--- config.mk ---
export PLATFORM = sky130hd
export DESIGN_NAME = isl_dp
export DESIGN_NICKNAME = d
export VERILOG_FILES = /design/src/rtl/isl_pkg.sv /design/src/rtl/isl_ram.sv /design/src/rtl/isl_dp.sv
export SDC_FILE = /design/constraint.sdc
export NUM_CORES = 2
export LEC_CHECK = 0
export BUFFER_PORTS_ARGS = -buffer_cell sky130_fd_sc_hd__buf_2
export CELL_PAD_IN_SITES_DETAIL_PLACEMENT = 2
export CELL_PAD_IN_SITES_GLOBAL_PLACEMENT = 2
export CORE_MARGIN = 3
export CORE_UTILIZATION = 49
export DETAILED_ROUTE_END_ITERATION = 10
export PLACE_DENSITY_LB_ADDON = 0.08
export SYNTH_ARGS = -nofsm -noshare
export SYNTH_HDL_FRONTEND = slang
export SYNTH_SLANG_ARGS = --single-unit
--- constraint.sdc ---
create_clock -name clk -period 7.2 [get_ports clk]
set_input_delay 1.08 -clock clk [delete_from_list [all_inputs] [get_ports clk]]
set_output_delay 1.08 -clock clk [all_outputs]
set_load 0.03 [all_outputs]
--- src/rtl/isl_pkg.sv ---
// Package for the indexed LIFO stack: operation and status codes, default depth,
// and the command bundle from the controller to the datapath.
// No dependencies.
package isl_pkg;

  localparam int DEPTH_DEF = 128;

  localparam int OP_W     = 3;
  localparam int POS_W    = 8;
  localparam int WORD_W   = 32;
  localparam int STATUS_W = 2;
  localparam int FILL_W   = 8;
  localparam int IN_W     = 48;
  localparam int OUT_W    = 48;

  localparam logic [OP_W-1:0] OP_PUSH   = 3'd0;
  localparam logic [OP_W-1:0] OP_POP    = 3'd1;
  localparam logic [OP_W-1:0] OP_PEEK   = 3'd2;
  localparam logic [OP_W-1:0] OP_PEEP   = 3'd3;
  localparam logic [OP_W-1:0] OP_CHANGE = 3'd4;

  localparam logic [STATUS_W-1:0] ST_OK        = 2'd0;
  localparam logic [STATUS_W-1:0] ST_OVERFLOW  = 2'd1;
  localparam logic [STATUS_W-1:0] ST_EMPTY     = 2'd2;
  localparam logic [STATUS_W-1:0] ST_NOT_FOUND = 2'd3;

  typedef struct packed {
    logic load_item;
    logic exec;
    logic load_out;
  } cmd_t;

endpackage

--- src/rtl/isl_ram.sv ---
// Generic single-port RAM with registered read data.
// No dependencies.
module isl_ram #(
  parameter int WIDTH = 32,
  parameter int DEPTH = 128
) (
  input  logic                     clk,
  input  logic                     we,
  input  logic                     re,
  input  logic [$clog2(DEPTH)-1:0] addr,
  input  logic [WIDTH-1:0]         wdata,
  output logic [WIDTH-1:0]         rdata
);

  logic [WIDTH-1:0] mem [DEPTH];

  always_ff @(posedge clk) begin
    if (we) begin
      mem[addr] <= wdata;
    end
    if (re) begin
      rdata <= mem[addr];
    end
  end

endmodule

--- src/rtl/isl_dp.sv ---
// Datapath for the indexed LIFO stack: item register, element count, address
// and status logic, element RAM and output register. Depends on isl_pkg, isl_ram.
module isl_dp #(
  parameter int DEPTH = isl_pkg::DEPTH_DEF
) (
  input  logic                            clk,
  input  logic                            rst,
  input  isl_pkg::cmd_t                   cmd,
  input  logic [isl_pkg::OP_W-1:0]        operation,
  input  logic [isl_pkg::POS_W-1:0]       position,
  input  logic signed [isl_pkg::WORD_W-1:0] value,
  output logic [isl_pkg::STATUS_W-1:0]    status,
  output logic signed [isl_pkg::WORD_W-1:0] data,
  output logic [isl_pkg::FILL_W-1:0]      fill_count
);

  import isl_pkg::*;

  localparam int CW = $clog2(DEPTH + 1);
  localparam int AW = $clog2(DEPTH);
  localparam int XW = (CW > POS_W) ? CW : POS_W;

  logic [OP_W-1:0]     op_q;
  logic [POS_W-1:0]    pos_q;
  logic [WORD_W-1:0]   val_q;
  logic [CW-1:0]       count, count_next;
  logic [STATUS_W-1:0] status_q, status_n;
  logic                rd_q, rd_n;

  logic [XW-1:0]     pos_x, cnt_x, idx_x, top_x;
  logic              found, full, empty;
  logic              ram_we, ram_re;
  logic [AW-1:0]     ram_addr;
  logic [WORD_W-1:0] ram_rdata;

  assign pos_x = XW'(pos_q);
  assign cnt_x = XW'(count);
  assign idx_x = cnt_x - pos_x;
  assign top_x = cnt_x - XW'(1);
  assign found = (pos_x != '0) && (pos_x <= cnt_x);
  assign full  = (count == CW'(DEPTH));
  assign empty = (count == '0);

  always_comb begin
    count_next = count;
    status_n   = ST_OK;
    rd_n       = 1'b0;
    ram_we     = 1'b0;
    ram_re     = 1'b0;
    ram_addr   = AW'(count);
    case (op_q)
      OP_PUSH: begin
        if (full) begin
          status_n = ST_OVERFLOW;
        end else begin
          ram_we     = cmd.exec;
          ram_addr   = AW'(count);
          count_next = count + CW'(1);
        end
      end
      OP_POP: begin
        if (empty) begin
          status_n = ST_EMPTY;
        end else begin
          ram_re     = cmd.exec;
          ram_addr   = AW'(top_x);
          rd_n       = 1'b1;
          count_next = count - CW'(1);
        end
      end
      OP_PEEK: begin
        if (empty) begin
          status_n = ST_EMPTY;
        end else begin
          ram_re   = cmd.exec;
          ram_addr = AW'(top_x);
          rd_n     = 1'b1;
        end
      end
      OP_PEEP: begin
        if (found) begin
          ram_re   = cmd.exec;
          ram_addr = AW'(idx_x);
          rd_n     = 1'b1;
        end else begin
          status_n = ST_NOT_FOUND;
        end
      end
      OP_CHANGE: begin
        if (found) begin
          ram_we   = cmd.exec;
          ram_addr = AW'(idx_x);
        end else begin
          status_n = ST_NOT_FOUND;
        end
      end
      default: begin
        status_n = ST_OK;
      end
    endcase
  end

  isl_ram #(
    .WIDTH(WORD_W),
    .DEPTH(DEPTH)
  ) u_ram (
    .clk  (clk),
    .we   (ram_we),
    .re   (ram_re),
    .addr (ram_addr),
    .wdata(val_q),
    .rdata(ram_rdata)
  );

  always_ff @(posedge clk) begin
    if (rst) begin
      count <= '0;
    end else if (cmd.exec) begin
      count <= count_next;
    end
  end

  always_ff @(posedge clk) begin
    if (cmd.load_item) begin
      op_q  <= operation;
      pos_q <= position;
      val_q <= value;
    end
    if (cmd.exec) begin
      status_q <= status_n;
      rd_q     <= rd_n;
    end
    if (cmd.load_out) begin
      status     <= status_q;
      data       <= rd_q ? ram_rdata : '0;
      fill_count <= FILL_W'(count);
    end
  end

`ifndef NO_ASSERTIONS
  a_count_bound: assert property (@(posedge clk) disable iff (rst)
    count <= CW'(DEPTH))
    else $error("Element count exceeds the depth.");

  a_write_in_range: assert property (@(posedge clk) disable iff (rst)
    ram_we |-> (XW'(ram_addr) <= cnt_x))
    else $error("RAM write above the top of the stack.");
`endif

endmodule

==> results of run 1 <==
==> per-stage QoR <==
step	hold slack (ps)	std cells	TNS (ps)	worst slack, ps	area, µm²
after global placement	420.4	13540	-260.6	-227.8	172600
after floorplan	400.3	9212	0	1185	163700
==> cell families after synthesis <==
logic type | share of synthesized area
xor gates and xnor gates | 0.0008025
muxes | 0.08083
adders and majority gates | 0.001422
and+or+nand+nor | 0.04771
buffers and inverters | 0.01917
DFF | 0.7743
AOI/OAI and AO/OA | 0.07575
==> flow_metrics.tcl, run 1 <==
set metrics [dict create \
    status "did not finish" \
    outcome.stop_stage "detailed placement (3_5_place_dp)" \
    error_line "[ERROR DPL-0033] detailed placement checks failed during check placement." \
    synth_area_mm2 0.1637 \
    yosysWarnings 0 \
    synth_cell_types 77 \
    post-synth-top-area-fraction 0.7733 \
    syn_nets 9278 \
    die_y_um 584.0 \
    die_w_um 584.0 \
    portBuffers 89 \
    ys_ff_latch 4224 \
    initial_core_util 0.4937 \
    yosysSeqAreaShare 0.7743 \
    rows 211 \
    ys.flop_type "edfxtp_1" \
    avgSynthCellArea_um2 17.77 \
    ioPinCount 90 \
    yosysMostFrequentCell "edfxtp_1" \
    dp_hpwl_um 387500 \
    gp_congestion 0.8629 \
    async_flop_share 0 \
    synth_edf_count 4216 \
    syn_inst 9212 \
    synth_common_cells "4216 x edfxtp_1, 798 x nand2_1, 703 x mux2i_1" \
    yosys-top-cells-area "edfxtp_1 77%, mux2i_1 4.3%, mux4_2 3.5%, a311oi_1 2.0%, a211oi_1 1.9%" \
    synth_top_area_cell "edfxtp_1" \
]
==> run 2, diff against run 1 <==
--- a/config.mk
+++ b/config.mk
@@ -6,12 +6,10 @@
 export NUM_CORES = 2
 export LEC_CHECK = 0
 export BUFFER_PORTS_ARGS = -buffer_cell sky130_fd_sc_hd__buf_2
-export CELL_PAD_IN_SITES_DETAIL_PLACEMENT = 2
-export CELL_PAD_IN_SITES_GLOBAL_PLACEMENT = 2
 export CORE_MARGIN = 3
-export CORE_UTILIZATION = 49
+export CORE_UTILIZATION = 35
 export DETAILED_ROUTE_END_ITERATION = 10
-export PLACE_DENSITY_LB_ADDON = 0.08
+export PLACE_DENSITY_LB_ADDON = 0.15
 export SYNTH_ARGS = -nofsm -noshare
 export SYNTH_HDL_FRONTEND = slang
 export SYNTH_SLANG_ARGS = --single-unit
==> run 2 against run 1 <==
  * The run now ends clean
  * Synthesized cell count unchanged
  * Area after synthesis is the same
==> flow_metrics.tcl, run 2 <==
set metrics [dict create \
    grt_pass1_vias 89690 \
    drive_gt1_frac 0.1650 \
    overflow 0 \
    min_path_type "input port to flop" \
    cp.arrival_ps 7580 \
    vias_per_cell 5.701 \
    yosysWarnings 0 \
    ant_nets 0 \
    layout_commonest_cell "edfxtp_1" \
    antenna_found_initial 60 \
    rows 250 \
    max_cap_viol_count 0 \
    timing.final.crit_share 0.9494 \
    yosysMostFrequentCell "edfxtp_1" \
    root_buffer "clkbuf_16" \
    wl_um 539700 \
    gp_congestion 0.8513 \
    worstMarginPinSlew_ps 1337 \
    clkSinkCount 4224 \
    cts_tree "done" \
    initial_core_util 0.3522 \
    finalCriticalPeriod_ps 6835 \
    multi_input_area_mm2 0.03489 \
    place_area_mm2 0.1746 \
    cp-end-kind "flop" \
    post-synth-top-area-fraction 0.7733 \
    avgSynthCellArea_um2 17.77 \
    critPathMaxFanout 20 \
    final.setup.tns_ps 0 \
    core-area_mm2 0.4648 \
    setup_viol 0 \
    critical_path_buf_inv_count 5 \
    cts_hold_buf 0 \
    htreeDepth 5 \
    portBuffers 89 \
    synth_cell_types 77 \
    cpMostUsedCell "buf_12" \
    design_area_mm2 0.1887 \
    grt_usage 0.2214 \
    finalHoldViolCount 0 \
    cts_buffers 446 \
    p_total_w 0.05672 \
    synth_top_area_cell "edfxtp_1" \
    fmax_ghz 0.1463 \
    clk_latency_ps 1020 \
    route.detailed.drc 0 \
    largest_register_ffs 4096 \
    cts_max_path_buffers 4 \
    dp_hpwl_um 310700 \
    start_kind "flop" \
    first_pass_iters 6 \
    synthToLayoutAreaGrowth_pct 15.25 \
    die-area_mm2 0.4760 \
    finalClockSkew_ps 65.31 \
    power.leakage_nw 61.21 \
    ys.flop_type "edfxtp_1" \
    cts-resized-gates 0 \
    wl_per_cell_um 33.39 \
    rsz0062_at_grt "false" \
    yosys-top-cells-area "edfxtp_1 77%, mux2i_1 4.3%, mux4_2 3.5%, a311oi_1 2.0%, a211oi_1 1.9%" \
    dpl_worst_slack_ps 422.8 \
    crit_chain "inv_1, ha_1, a21o_1, a21oi_1, o21ai_1, nor3_4, mux2i_4, or3_4, buf_12, buf_12, buf_12, o22ai_1, nor4_1, buf_4, a31oi_1, or4_1" \
    finalWorstSetupSlack_ps 364.7 \
    p_per_area_mw_per_mm2 300.6 \
    die_y_um 689.9 \
    seqCellArea_mm2 0.1268 \
    ir_drop_mv 0.2126 \
    async_flop_share 0 \
    worst_path_max_delay_cell "mux2i_4" \
    ioPinCount 90 \
    drt_iter0_drc 11060 \
    syn_nets 9278 \
    yosysSeqAreaShare 0.7743 \
    fin_nets 9658 \
    synth_edf_count 4216 \
    grt_start_max_net_pins 129 \
    layout_common_cells "4216 x edfxtp_1, 796 x nand2_1, 703 x mux2i_1" \
    vias 92140 \
    worstPathRequired_ps 7940 \
    grt_pass1_wl_um 741600 \
    synth_area_mm2 0.1637 \
    worst-setup-path-type "flop to flop" \
    path_clk_slew_ps 60 \
    synth_common_cells "4216 x edfxtp_1, 798 x nand2_1, 703 x mux2i_1" \
    ys_ff_latch 4224 \
    critPathTopFamily "simple AND/OR/NAND/NOR gates" \
    maxSlewHeadroom 0.1061 \
    max_stage_delay_ps 880 \
    syn_inst 9212 \
    die_w_um 689.9 \
    status "finished, final reports clean" \
    nFillCells 41800 \
    cts_setup_buffers 0 \
    slew_viol_final 0 \
    regMostFlops "u_ram.mem" \
]
==> run 2: cell counts after synthesis <==
No cell type changed its count.
==> run 2: final timing paths <==
| path | slack (ps) | start | end | depth (start not counted) |
|---|---|---|---|---|
| max | 360 | cnt_x[4] | u_ram.rdata[24] | 16 |
| min reg2reg | 420 | status_q[1] | status[1] | 0 |
| min | 250 | value[28] | val_q[28] | 1 |
| max reg2reg | 360 | cnt_x[4] | u_ram.rdata[24] | 16 |
==> run 2: worst register-to-register path, cell delays in order (launching register included) <==
cell and delay, ps:
dfxtp_1 730, inv_1 240, ha_1 240, a21o_1 180, a21oi_1 240, o21ai_1 280, nor3_4 550, mux2i_4 880
or3_4 570, buf_12 290, buf_12 230, buf_12 210, o22ai_1 160, nor4_1 560, buf_4 260, a31oi_1 400
or4_1 560
==> run 2: where the power goes <==
group	leakage [nW]	switching (W)	total, W	internal (W)
combinational	16.4	0.00476	0.00692	0.00215
sequential	38.0	0.0000692	0.0274	0.0274
clock	6.82	0.00959	0.0224	0.0128
total	61.2	0.0144	0.0567	0.0423
==> run 2: area by class of cell <==
cell class / instances / area share
Timing Repair Buffer: 590 / 0.02714
Sequential cell: 4224 / 0.6719
Clock buffer: 557 / 0.06238
Clock inverter: 253 / 0.01194
Tap cell: 6174 / 0.04094
Multi-Input combinational cell: 4312 / 0.1849
Inverter: 18 / 0.0003581
Antenna cell: 35 / 0.0004642
==> run 2: logic make-up (layout without fill, tap and decap cells) <==
group | after synthesis | in the layout | synth area share
other | 0 | 35 | 0
and+or+nand+nor | 1621 | 1621 | 0.04771
xor gates and xnor gates | 15 | 15 | 0.0008025
adders and majority gates | 18 | 18 | 0.001422
muxes | 996 | 996 | 0.08083
DFF | 4224 | 4224 | 0.7743
buffers and inverters | 676 | 1418 | 0.01917
AOI/OAI and AO/OA | 1662 | 1662 | 0.07575
==> run 2: routing by layer <==
metal,global-route usage,routed length (µm)
met1,0.3125,230700
met3,0.03235,37950
met4,0.06067,15990
met5,0,18
met2,0.3584,255100
==> run 2: through the flow <==
step           utilization  hold WS [ps]  cells
6_report            0.4059         247.1  16160
5_1_grt             0.4058         193.0  16150
4_1_cts             0.4057         133.0  16130
3_5_place_dp        0.3755         407.2  15320
3_3_place_gp        0.3755         407.0  15320
2_1_floorplan            -         400.3   9212
(Power assumes the default switching activity.)
