File: src/rtl/isl_pkg.sv
// Package for the indexed LIFO stack: operation and status codes, default depth,
// and the command bundle from the controller to the datapath.
// No dependencies.
package isl_pkg;

  localparam int DEPTH_DEF = 128;

  localparam int OP_W     = 3;
  localparam int POS_W    = 8;
  localparam int WORD_W   = 32;
  localparam int STATUS_W = 2;
  localparam int FILL_W   = 8;
  localparam int IN_W     = 48;
  localparam int OUT_W    = 48;

  localparam logic [OP_W-1:0] OP_PUSH   = 3'd0;
  localparam logic [OP_W-1:0] OP_POP    = 3'd1;
  localparam logic [OP_W-1:0] OP_PEEK   = 3'd2;
  localparam logic [OP_W-1:0] OP_PEEP   = 3'd3;
  localparam logic [OP_W-1:0] OP_CHANGE = 3'd4;

  localparam logic [STATUS_W-1:0] ST_OK        = 2'd0;
  localparam logic [STATUS_W-1:0] ST_OVERFLOW  = 2'd1;
  localparam logic [STATUS_W-1:0] ST_EMPTY     = 2'd2;
  localparam logic [STATUS_W-1:0] ST_NOT_FOUND = 2'd3;

  typedef struct packed {
    logic load_item;
    logic exec;
    logic load_out;
  } cmd_t;

endpackage

File: src/rtl/isl_ctrl.sv
// Controller for the indexed LIFO stack: sequences accept, execute and respond,
// and owns the output valid flag. Depends on isl_pkg.
module isl_ctrl (
  input  logic          clk,
  input  logic          rst,
  input  logic          in_valid,
  output logic          in_ready,
  output logic          out_valid,
  input  logic          out_ready,
  output isl_pkg::cmd_t cmd
);

  import isl_pkg::*;

  typedef enum logic [2:0] {
    S_IDLE = 3'b001,
    S_EXEC = 3'b010,
    S_RESP = 3'b100
  } state_t;

  state_t state, state_next;
  logic   out_valid_next;
  logic   out_free;

  assign in_ready = (state == S_IDLE);
  assign out_free = !out_valid || out_ready;

  always_comb begin
    state_next     = state;
    out_valid_next = out_valid && !out_ready;
    cmd            = '0;
    unique case (state)
      S_IDLE: begin
        if (in_valid) begin
          cmd.load_item = 1'b1;
          state_next    = S_EXEC;
        end
      end
      S_EXEC: begin
        cmd.exec   = 1'b1;
        state_next = S_RESP;
      end
      S_RESP: begin
        if (out_free) begin
          cmd.load_out   = 1'b1;
          out_valid_next = 1'b1;
          state_next     = S_IDLE;
        end
      end
      default: begin
        state_next = S_IDLE;
      end
    endcase
  end

  always_ff @(posedge clk) begin
    if (rst) begin
      state     <= S_IDLE;
      out_valid <= 1'b0;
    end else begin
      state     <= state_next;
      out_valid <= out_valid_next;
    end
  end

`ifndef NO_ASSERTIONS
  a_accept_to_exec: assert property (@(posedge clk) disable iff (rst)
    (in_valid && in_ready) |=> (state == S_EXEC))
    else $error("Accepted transaction did not start execution.");

  a_exec_to_resp: assert property (@(posedge clk) disable iff (rst)
    (state == S_EXEC) |=> (state == S_RESP))
    else $error("Execute state did not move to respond.");

  a_resp_loads_out: assert property (@(posedge clk) disable iff (rst)
    (state == S_RESP && out_free) |=> (out_valid && state == S_IDLE))
    else $error("Result was not presented after respond.");
`endif

endmodule

File: config.mk
export PLATFORM = sky130hd
export DESIGN_NAME = isl_ctrl
export DESIGN_NICKNAME = d
export VERILOG_FILES = /design/src/rtl/isl_pkg.sv /design/src/rtl/isl_ctrl.sv
export SDC_FILE = /design/constraint.sdc
export NUM_CORES = 1
export LEC_CHECK = 0
export BUFFER_PORTS_ARGS = -buffer_cell sky130_fd_sc_hd__buf_2
export CAP_MARGIN = 20
export CELL_PAD_IN_SITES_DETAIL_PLACEMENT = 1
export CELL_PAD_IN_SITES_GLOBAL_PLACEMENT = 1
export CORE_AREA = 2 2 39 41
export CTS_CLUSTER_SIZE = 20
export DETAILED_ROUTE_END_ITERATION = 10
export DIE_AREA = 0 0 41 43
export PLACE_DENSITY = 0.5
export SLEW_MARGIN = 40
export SYNTH_ARGS = -nofsm -noshare
export SYNTH_HDL_FRONTEND = slang
export SYNTH_SLANG_ARGS = --single-unit
File: constraint.sdc
create_clock -name clk -period 0.8 [get_ports clk]
set_input_delay 0.16 -clock clk [delete_from_list [all_inputs] [get_ports clk]]
set_output_delay 0.16 -clock clk [all_outputs]
set_load 0.05 [all_outputs]
==> metrics, run 1 <==
H-tree depth reported by CTS=1; minimum setup slack in the final design=-462 ps; Routed WL per cell=10.2 um; part of the power in registers=30.8%; data arrival time at the worst-slack endpoint=1100 ps; Worst Setup Slack post-DPL=-336 ps; part of the total power dissipated in combinational logic=30.3%; Critical Path Source Type=register; type of destination of the critical path=output port; Power per Cell Area=1590 mW/mm^2; total congestion overflow after global routing=0; Port Buffers=8; Cell Chain, Critical Path=nor3b_4 > nand2_2 > clkinvlp_4 > buf_8; required time of the worst setup path=640 ps; number of flops mapped to enable cells by yosys=0; DRT antenna net count=0; Top-Level Pins=9; failing checks=negative setup slack; Area Overhead vs Synth=133%; Worst-Skew Late Latency=230 ps; clock sinks=4; status=finished with violations; Worst Skew=1.71 ps; Die Wd=41 um; Peak Freq=792 MHz; max_slew headroom=87.8%; number of nets at the end of the flow=48; switching share of total power=28.3%; transition time at the pin with the least slew margin=183 ps; count of pins over their slew limit=0; WL final=600 um; Internal Pwr Total=0.507 mW; maximum root-to-sink buffer count=2; number of global-route vias before repair=233; effective utilization at floorplan=13.7%; cell area after synthesis=190 sq um; area enclosed by the die boundary=0.00176 sq mm; count of vias placed by the detailed router=224; number of core rows=14; first-pass GRT wire length=897 um; number of distinct library cells after synthesis=13; final weighted congestion of routability-driven global placement=0.701; final critical-path share of the clock period=158%; clock group share of total power=38.8%; hold_buf cts=0; sequential element share of the synthesized area=42.1%; Peak supply drop=0.679 mV; DRT Pass-1 Iters=4; share of the synthesized area in the top cell type=42.1%; RSZ-0062 raised after global routing=true; Yosys warning total=0; Slowest-stage cell, CP=dfxtp_2; Synth Instances=22; Switch Pwr=0.200 mW; share of post-route cells with drive strength above 1=79.1%; Post-synth top flop=dfxtp_1; class of the most critical setup path=register to output port; crit path time final=1260 ps; post-route DRC violation count=0; dpl hpwl=420 um; Die Y=43 um; maximum capacitance violations=0; Leak Pwr=0.180 nW; async set-reset flop share out of synthesis=0%; Synth area leaders=dfxtp_1, nor3b_2, nor2_1; largest net degree at the start of global routing=5; total clock buffers created by CTS=3; final setup fails=9; total routing usage reported by global routing=7.53%; worst hold path class=input port to register; CTS root buf=clkbuf_4; leading post-synthesis cells by instance count=dfxtp_1, nor2_1, a21oi_1, nand2_1, nor3b_2; # diodes=0; core region area=0.00138 sq mm; DR vias/cell=3.80; TritonCTS clock tree=done; post-synth net total=26; Avg Inst Size Synth=8.64 sq um; critical path fanouts, max=4; final-report hold violation count=0; iteration-0 DRC count of the detailed router=2; fill cell count=158; Clk pin slew, worst setup/hold paths=40 ps; flip-flop and latch count after synthesis=4; initial antenna violation count=0; max incr delay on CP=340 ps; post-route total power=0.706 mW; post-synthesis cell type with the largest combined area=dfxtp_1
layer usage:
| layer | vias to the layer above | track usage (%) | part of all wire (%) |
|---|---|---|---|
| li1 | 116 | - | - |
| met1 | 106 | 8.04 | 36 |
| met2 | 2 | 11.9 | 61 |
| met3 | 0 | 3.14 | 2.8 |
| met4 | 0 | 4.00 | 0 |
| met5 | - | 0 | 0 |
layout make-up:
| type | instances | area, sq um | share of cell area [%] |
|---|---|---|---|
| timing repair buffer | 18 | 161 | 36.4 |
| multi-input combinational | 16 | 140 | 31.6 |
| sequential | 4 | 87.6 | 19.8 |
| clock buffer | 4 | 26.3 | 5.93 |
| tap | 16 | 20.0 | 4.52 |
| inverter | 1 | 7.51 | 1.69 |
cells by family (layout without fill, tap and decap cells):
kind of cell | Yosys count | after routing | share of synthesized area [%]
buffers and inverters | 2 | 23 | 5.92
DFF | 4 | 4 | 42.1
AOI/OAI and AO/OA | 3 | 3 | 9.21
and+or+nand+nor | 12 | 12 | 37.5
muxes | 1 | 1 | 5.26
state kept, by name (all words and copies together), names as in the netlist:
signal,cells
out_valid,1
state,3
power by group through the flow:
stage,sequential (mW),combinational [mW],clock (mW)
2_1_floorplan,0.220,0.0862,0
3_3_place_gp,0.220,0.136,0
4_1_cts,0.217,0.201,0.292
6_report,0.218,0.214,0.274
3_5_place_dp,0.220,0.139,0
5_1_grt,0.219,0.224,0.298
stage by stage:
step	hold WS, ps	TNS [ps]	area (sq um)	util [%]	instances
5_1_grt	138	-3260	443	32.0	59
6_report	131	-2790	443	32.0	59
4_1_cts	123	-2730	427	30.8	58
3_3_place_gp	362	-1680	323	23.3	51
2_1_floorplan	223	-2160	229	-	22
3_5_place_dp	377	-1760	323	23.3	51
critical path: cells and delay by family, from the launching register on:
kind	cells	cell delay, ps
buffers and inverters	2	210
DFF	1	340
and+or+nand+nor	2	310
cells in the final DEF (no fill, tap or decap), drive strengths merged:
cell type   n
buf        18
a21oi       2
nor2b       1
mux2i       1
dfxtp       4
nor3        1
nand2       2
nor2        4
clkinvlp    1
a21o        1
nand3       1
nor3b       3
clkbuf      4
timing repair:
item	CTS	global route
setup buffers	3	1
gates resized for setup	16	2
endpoints found under the setup margin	9	9
pin swaps	2	1
final timing paths:
path / slack (ps) / end / cells after the start / from
min reg2reg: 440 / state[2] / 1 / state[0]
min: 130 / state[1] / 2 / rst
max: -460 / cmd[2] / 4 / state[1]
max reg2reg: -360 / state[1] / 6 / state[1]
Power figures use the tool's default switching activity.
==> run 2: changes to the inputs <==
- ABC_AREA: not set -> 1
- PLACE_DENSITY: 0.5 -> 0.51
- clock period: 0.8 -> 1.25 ns (I/O delays scaled with it)
==> metrics, run 2 <==
total congestion overflow after global routing=0 (unchanged); Die Y=43 um (unchanged); Top reg by flops=state; final-report hold violation count=0 (unchanged); Die Wd=41 um (unchanged); count of vias placed by the detailed router=210 (-6.3%); DR vias/cell=3.68 (-3.0%); post-route total power=0.429 mW (-39%); critical path fanouts, max=4 (unchanged); area enclosed by the die boundary=0.00176 sq mm (unchanged); Port Buffers=8 (unchanged); mux cell area share after synthesis=0% (-5.3 points); core region area=0.00138 sq mm (unchanged); dpl hpwl=374 um (-11%); Synth Instances=29 (+32%); share of post-route cells with drive strength above 1=58.5% (-21 points); Sum Neg Setup Slack=-49.3 ps (+2740 ps); post-route DRC violation count=0 (unchanged); failing checks=negative setup slack; type of destination of the critical path=output port; transition time at the pin with the least slew margin=249 ps (+65.7 ps); post-synthesis cell type with the largest combined area=dfxtp_1; Worst-Skew Late Latency=230 ps (about the same); Synth area leaders=dfxtp_1, inv_1, nor2_1; Critical Path Source Type=register; clock sinks=4 (unchanged); Layout Cells excl Fill=57 (-3.4%); max_slew headroom=83.5% (-4.3 points); Yosys warning total=0 (unchanged); number of instances in the placed design=53 (+3.9%); minimum setup slack in the final design=-49.3 ps (+413 ps); total routing usage reported by global routing=6.73% (-0.80 points); TritonCTS clock tree=done; final critical-path share of the clock period=104%; share of the synthesized area in compound gates (AO/OA/AOI/OAI)=5.03% (-4.2 points); simple-gate portion of the synthesized area=37.7% (+0.24 points); most frequent cells in the layout=nor2_1, nand2_1, inv_1, buf_2, buf_6; effective utilization at floorplan=14.4% (+0.63 points); Clk pin slew, worst setup/hold paths=40 ps (about the same); hold_buf cts=0 (unchanged); DRT antenna net count=0 (unchanged); post-synth net total=33 (+27%); Routed WL per cell=7.70 um (-24%); XOR/XNOR Fraction of Synth Area=0% (unchanged); Peak supply drop=0.395 mV (-42%); Peak Freq=770 MHz; count of pins over their slew limit=0 (unchanged); final weighted congestion of routability-driven global placement=0.614 (-12%); first-pass GRT wire length=759 um (-15%); DRT Pass-1 Iters=2 (-2); flip-flop and latch count after synthesis=4 (unchanged); final setup fails=1 (-8); library cell with the highest instance count after synthesis=inv_1; Top-Level Pins=9 (unchanged); iteration-0 DRC count of the detailed router=2 (unchanged); number of nets at the end of the flow=47 (-2.1%); Avg Inst Size Synth=6.86 sq um (-21%); largest net degree at the start of global routing=5 (unchanged); worst hold path class=input port to register; Largest register FFs=3 (unchanged); initial antenna violation count=0 (unchanged); class of the most critical setup path=register to output port; main combinational cell family by area after synthesis=simple AND/OR/NAND/NOR gates; maximum capacitance violations=0 (unchanged); Power per Cell Area=1210 mW/mm^2 (-24%); CTS root buf=clkbuf_4; number of core rows=14 (unchanged); number of distinct library cells after synthesis=11 (-2); crit path time final=1300 ps; required time of the worst setup path=1000 ps (+360 ps); H-tree depth reported by CTS=1 (unchanged); final core utilization=25.6% (-6.4 points); fill cell count=172 (+8.9%); Post-synth top flop=dfxtp_1; number of global-route vias before repair=212 (-9.0%); cell area after synthesis=199 sq um (+4.6%); sequential element share of the synthesized area=40.3% (-1.9 points); Worst Setup Slack post-DPL=53.5 ps (+390 ps); Area Overhead vs Synth=78.0%; status=finished with violations; async set-reset flop share out of synthesis=0% (unchanged); Leak Pwr=0.168 nW (-6.9%); Worst Skew=2.33 ps (+0.627 ps); largest registers=state x3, out_valid x1; total clock buffers created by CTS=3 (unchanged); share of the synthesized area in the top cell type=40.3% (-1.9 points); maximum root-to-sink buffer count=2 (unchanged); leading post-synthesis cells by instance count=inv_1, nor2_1, dfxtp_1, nand2_1, a21oi_1; number of flops mapped to enable cells by yosys=0 (unchanged); RSZ-0062 raised after global routing=true; # diodes=0 (unchanged); data arrival time at the worst-slack endpoint=1050 ps (-50 ps); WL final=439 um (-27%); area share of fa/ha/maj cells after synthesis=0% (unchanged); commonest non-fill, non-tap cell in the layout=nor2_1
[run 2: changes by cell type after synthesis]
cell | before | now
mux2i_1 | 1 | 0
nor3b_2 | 2 | 0
nor2_4 | 0 | 1
a21o_1 | 1 | 0
nor4_1 | 0 | 1
nand2_1 | 2 | 4
nor2b_1 | 1 | 0
nor3b_1 | 1 | 0
nor2_1 | 4 | 6
inv_1 | 1 | 7
nand3_2 | 0 | 1
[run 2: cells by family after synthesis]
logic type | after synthesis
and+or+nand+nor | 15
buffers and inverters | 8
DFF | 4
AOI/OAI and AO/OA | 2
[run 2: per-layer routing]
| metal | track usage [%] | up-vias | wire (um) |
|---|---|---|---|
| li1 | - | 112 | - |
| met1 | 7.07 | 92 | 176 |
| met2 | 9.06 | 6 | 228 |
| met3 | 2.09 | 0 | 34 |
| met4 | 8.00 | 0 | 0 |
| met5 | 0 | - | 0 |
[run 2: layout make-up]
cell class              instances  area, sq um  area share [%]
inverters                       7         28.8            8.13
well taps                      16         20.0            5.65
multi-input cells              17          115            32.5
repair buffers                 10         80.1            22.6
flip-flops and latches          4         87.6            24.7
clock buffers                   3         22.5            6.36
[run 2: critical path: stages (launching register included)]
cell and delay (ps):
dfxtp_2 350, nor4_4 280, buf_6 190
[run 2: report_power, final]
part           internal [mW]  switching [mW]  leakage (nW)
Combinational         0.0505          0.0782         0.120
Sequential             0.136          0.0136        0.0341
Clock                  0.107          0.0446        0.0138
[run 2: timing repair]
| action | in CTS | in global routing |
|---|---|---|
| endpoints found under the hold margin | 0 | 0 |
| endpoints found under the setup margin | 4 | 4 |
| pin swaps | 1 | 2 |
| setup buffers | 0 | 1 |
| resized for setup | 16 | 2 |
[run 2: metrics by stage]
stage          cell area (sq um)  hold WS (ps)
6_report                     354           222
5_1_grt                      354           227
4_1_cts                      339           220
3_5_place_dp                 278           472
3_3_place_gp                 278           472
2_1_floorplan                218           315
[run 2: final timing paths]
path	start	endpoint	slack (ps)	cells after the start
min reg2reg	state[2]	out_valid	540	2
max	state[0]	cmd[0]	-50	2
min	rst	state[2]	220	2
max reg2reg	state[1]	state[0]	330	6
==> run 3: changes to the inputs <==
- PLACE_DENSITY: 0.51 -> 0.52
- clock period: 1.25 -> 1.13 ns (I/O delays scaled with it)
==> metrics, run 3 (synthesis results as in run 2) <==
status=finished with violations; failing checks=negative setup slack; type of destination of the critical path=output port; core region area=0.00138 sq mm (unchanged); Slowest-stage cell, CP=dfxtp_2; RSZ-0062 raised after global routing=true; H-tree depth reported by CTS=1 (unchanged); DRT antenna net count=0 (unchanged); Worst-Skew Late Latency=240 ps (about the same); area enclosed by the die boundary=0.00176 sq mm (unchanged); clock sinks=4 (unchanged); Area Overhead vs Synth=95.0%; total clock buffers created by CTS=3 (unchanged); class of the most critical setup path=register to output port; Die Y=43 um (unchanged); Port Buffers=8 (unchanged); Critical Path Source Type=register; max_slew headroom=83.6% (about the same); initial antenna violation count=0 (unchanged); required time of the worst setup path=900 ps (-100 ps); number of global-route vias before repair=253 (+19%); Leak Pwr=0.187 nW (+11%); WP buf/inv=1 (unchanged); Top reg by flops=state; maximum root-to-sink buffer count=2 (unchanged); transition time at the pin with the least slew margin=248 ps (-0.364 ps); Sum Neg Setup Slack=-424 ps (-375 ps); data arrival time at the worst-slack endpoint=1060 ps (about the same); post-route DRC violation count=0 (unchanged); dpl hpwl=406 um (+8.5%); worst slack on hold paths=177 ps (-45.1 ps); number of instances in the placed design=56 (+5.7%); Power per Cell Area=1370 mW/mm^2 (+13%); WL final=504 um (+15%); final-report hold violation count=0 (unchanged); minimum setup slack in the final design=-161 ps (-112 ps); kind of cell adding the most delay to the critical path=flip-flops; largest registers=state x3, out_valid x1; Cell Chain, Critical Path=nor4_4 > buf_6; iteration-0 DRC count of the detailed router=3 (+1); total congestion overflow after global routing=0 (unchanged); final setup fails=4 (+3); final weighted congestion of routability-driven global placement=0.648 (+5.7%); final critical-path share of the clock period=114%; Top-Level Pins=9 (unchanged); Peak supply drop=0.448 mV (+13%); count of pins over their slew limit=0 (unchanged); Routed WL per cell=8.26 um (+7.3%); hold_buf cts=0 (unchanged); share of post-route cells with drive strength above 1=62.2% (+3.7 points); total routing usage reported by global routing=8.94% (+2.2 points); count of vias placed by the detailed router=233 (+11%); CTS root buf=clkbuf_4; max incr delay on CP=350 ps (about the same); largest net degree at the start of global routing=5 (unchanged); maximum capacitance violations=0 (unchanged); Die Wd=41 um (unchanged); TritonCTS clock tree=done; first-pass GRT wire length=972 um (+28%); Worst Skew=8.51 ps (+6.17 ps); Largest register FFs=3 (unchanged); Peak Freq=775 MHz; Layout Cells excl Fill=61 (+7.0%); # diodes=0 (unchanged); DRT Pass-1 Iters=2 (unchanged); Clk pin slew, worst setup/hold paths=40 ps (about the same); effective utilization at floorplan=14.4% (unchanged); worst hold path class=input port to register; number of core rows=14 (unchanged); DR vias/cell=3.82 (+3.7%); number of nets at the end of the flow=50 (+6.4%); crit path time final=1290 ps; critical path fanouts, max=4 (unchanged); most frequent cells in the layout=nor2_1, buf_4, nand2_1, buf_2
## run 3: cell count changes in the layout (fill, tap and decap cells not counted), sizes merged
cell	before	now
buf	10	13
clkbuf	3	4
## run 3: where the power goes
group | internal [mW] | switching, mW | total (mW)
Sequential | 0.150 | 0.0143 | 0.164
Clock | 0.133 | 0.0692 | 0.202
Combinational | 0.0716 | 0.0919 | 0.164
Total | 0.354 | 0.175 | 0.530
## run 3: cell type report
class | count | area, sq um
sequential | 4 | 87.6
inverter | 7 | 28.8
clock buffer | 4 | 26.3
timing repair buffer | 13 | 110
fill | 168 | 996
multi-input combinational | 17 | 115
tap | 16 | 20.0
## run 3: worst reg2reg max path, delay by kind of cell (launching register included)
kind | cells | cell delay, ps
buffers and inverters | 2 | 270
and+or+nand+nor | 2 | 260
DFF | 1 | 390
## run 3: stage by stage
| stage | total power, mW | area, sq um | utilization, % | setup WS (ps) |
|---|---|---|---|---|
| after floorplan | 0.248 | 225 | - | -201 |
| after global placement | 0.284 | 308 | 22.2 | -19.3 |
| after detailed placement | 0.284 | 308 | 22.2 | -22.4 |
| after CTS | 0.536 | 382 | 27.6 | -177 |
| after global routing | 0.568 | 388 | 28.0 | -224 |
| final | 0.530 | 388 | 28.0 | -161 |
## run 3: path summary, 6_finish.rpt
check        startpoint        end  slack (ps)  cells after the start
max            state[0]     cmd[0]        -160                      2
min                 rst  out_valid         180                      2
max reg2reg    state[0]   state[1]         120                      4
min reg2reg    state[2]  out_valid         620                      3
## run 3: what timing repair did
item,4_1_cts,5_1_grt
pin swaps,2,0
gates resized for setup,16,2
endpoints found under the setup margin,4,4
setup buffers,1,0
## run 3: per-layer routing
| layer | routed length, um | global-route usage, % |
|---|---|---|
| met1 | 174 | 9.03 |
| met2 | 273 | 11.3 |
| met3 | 41 | 5.24 |
| met4 | 15 | 10.0 |
| met5 | 0 | 0 |
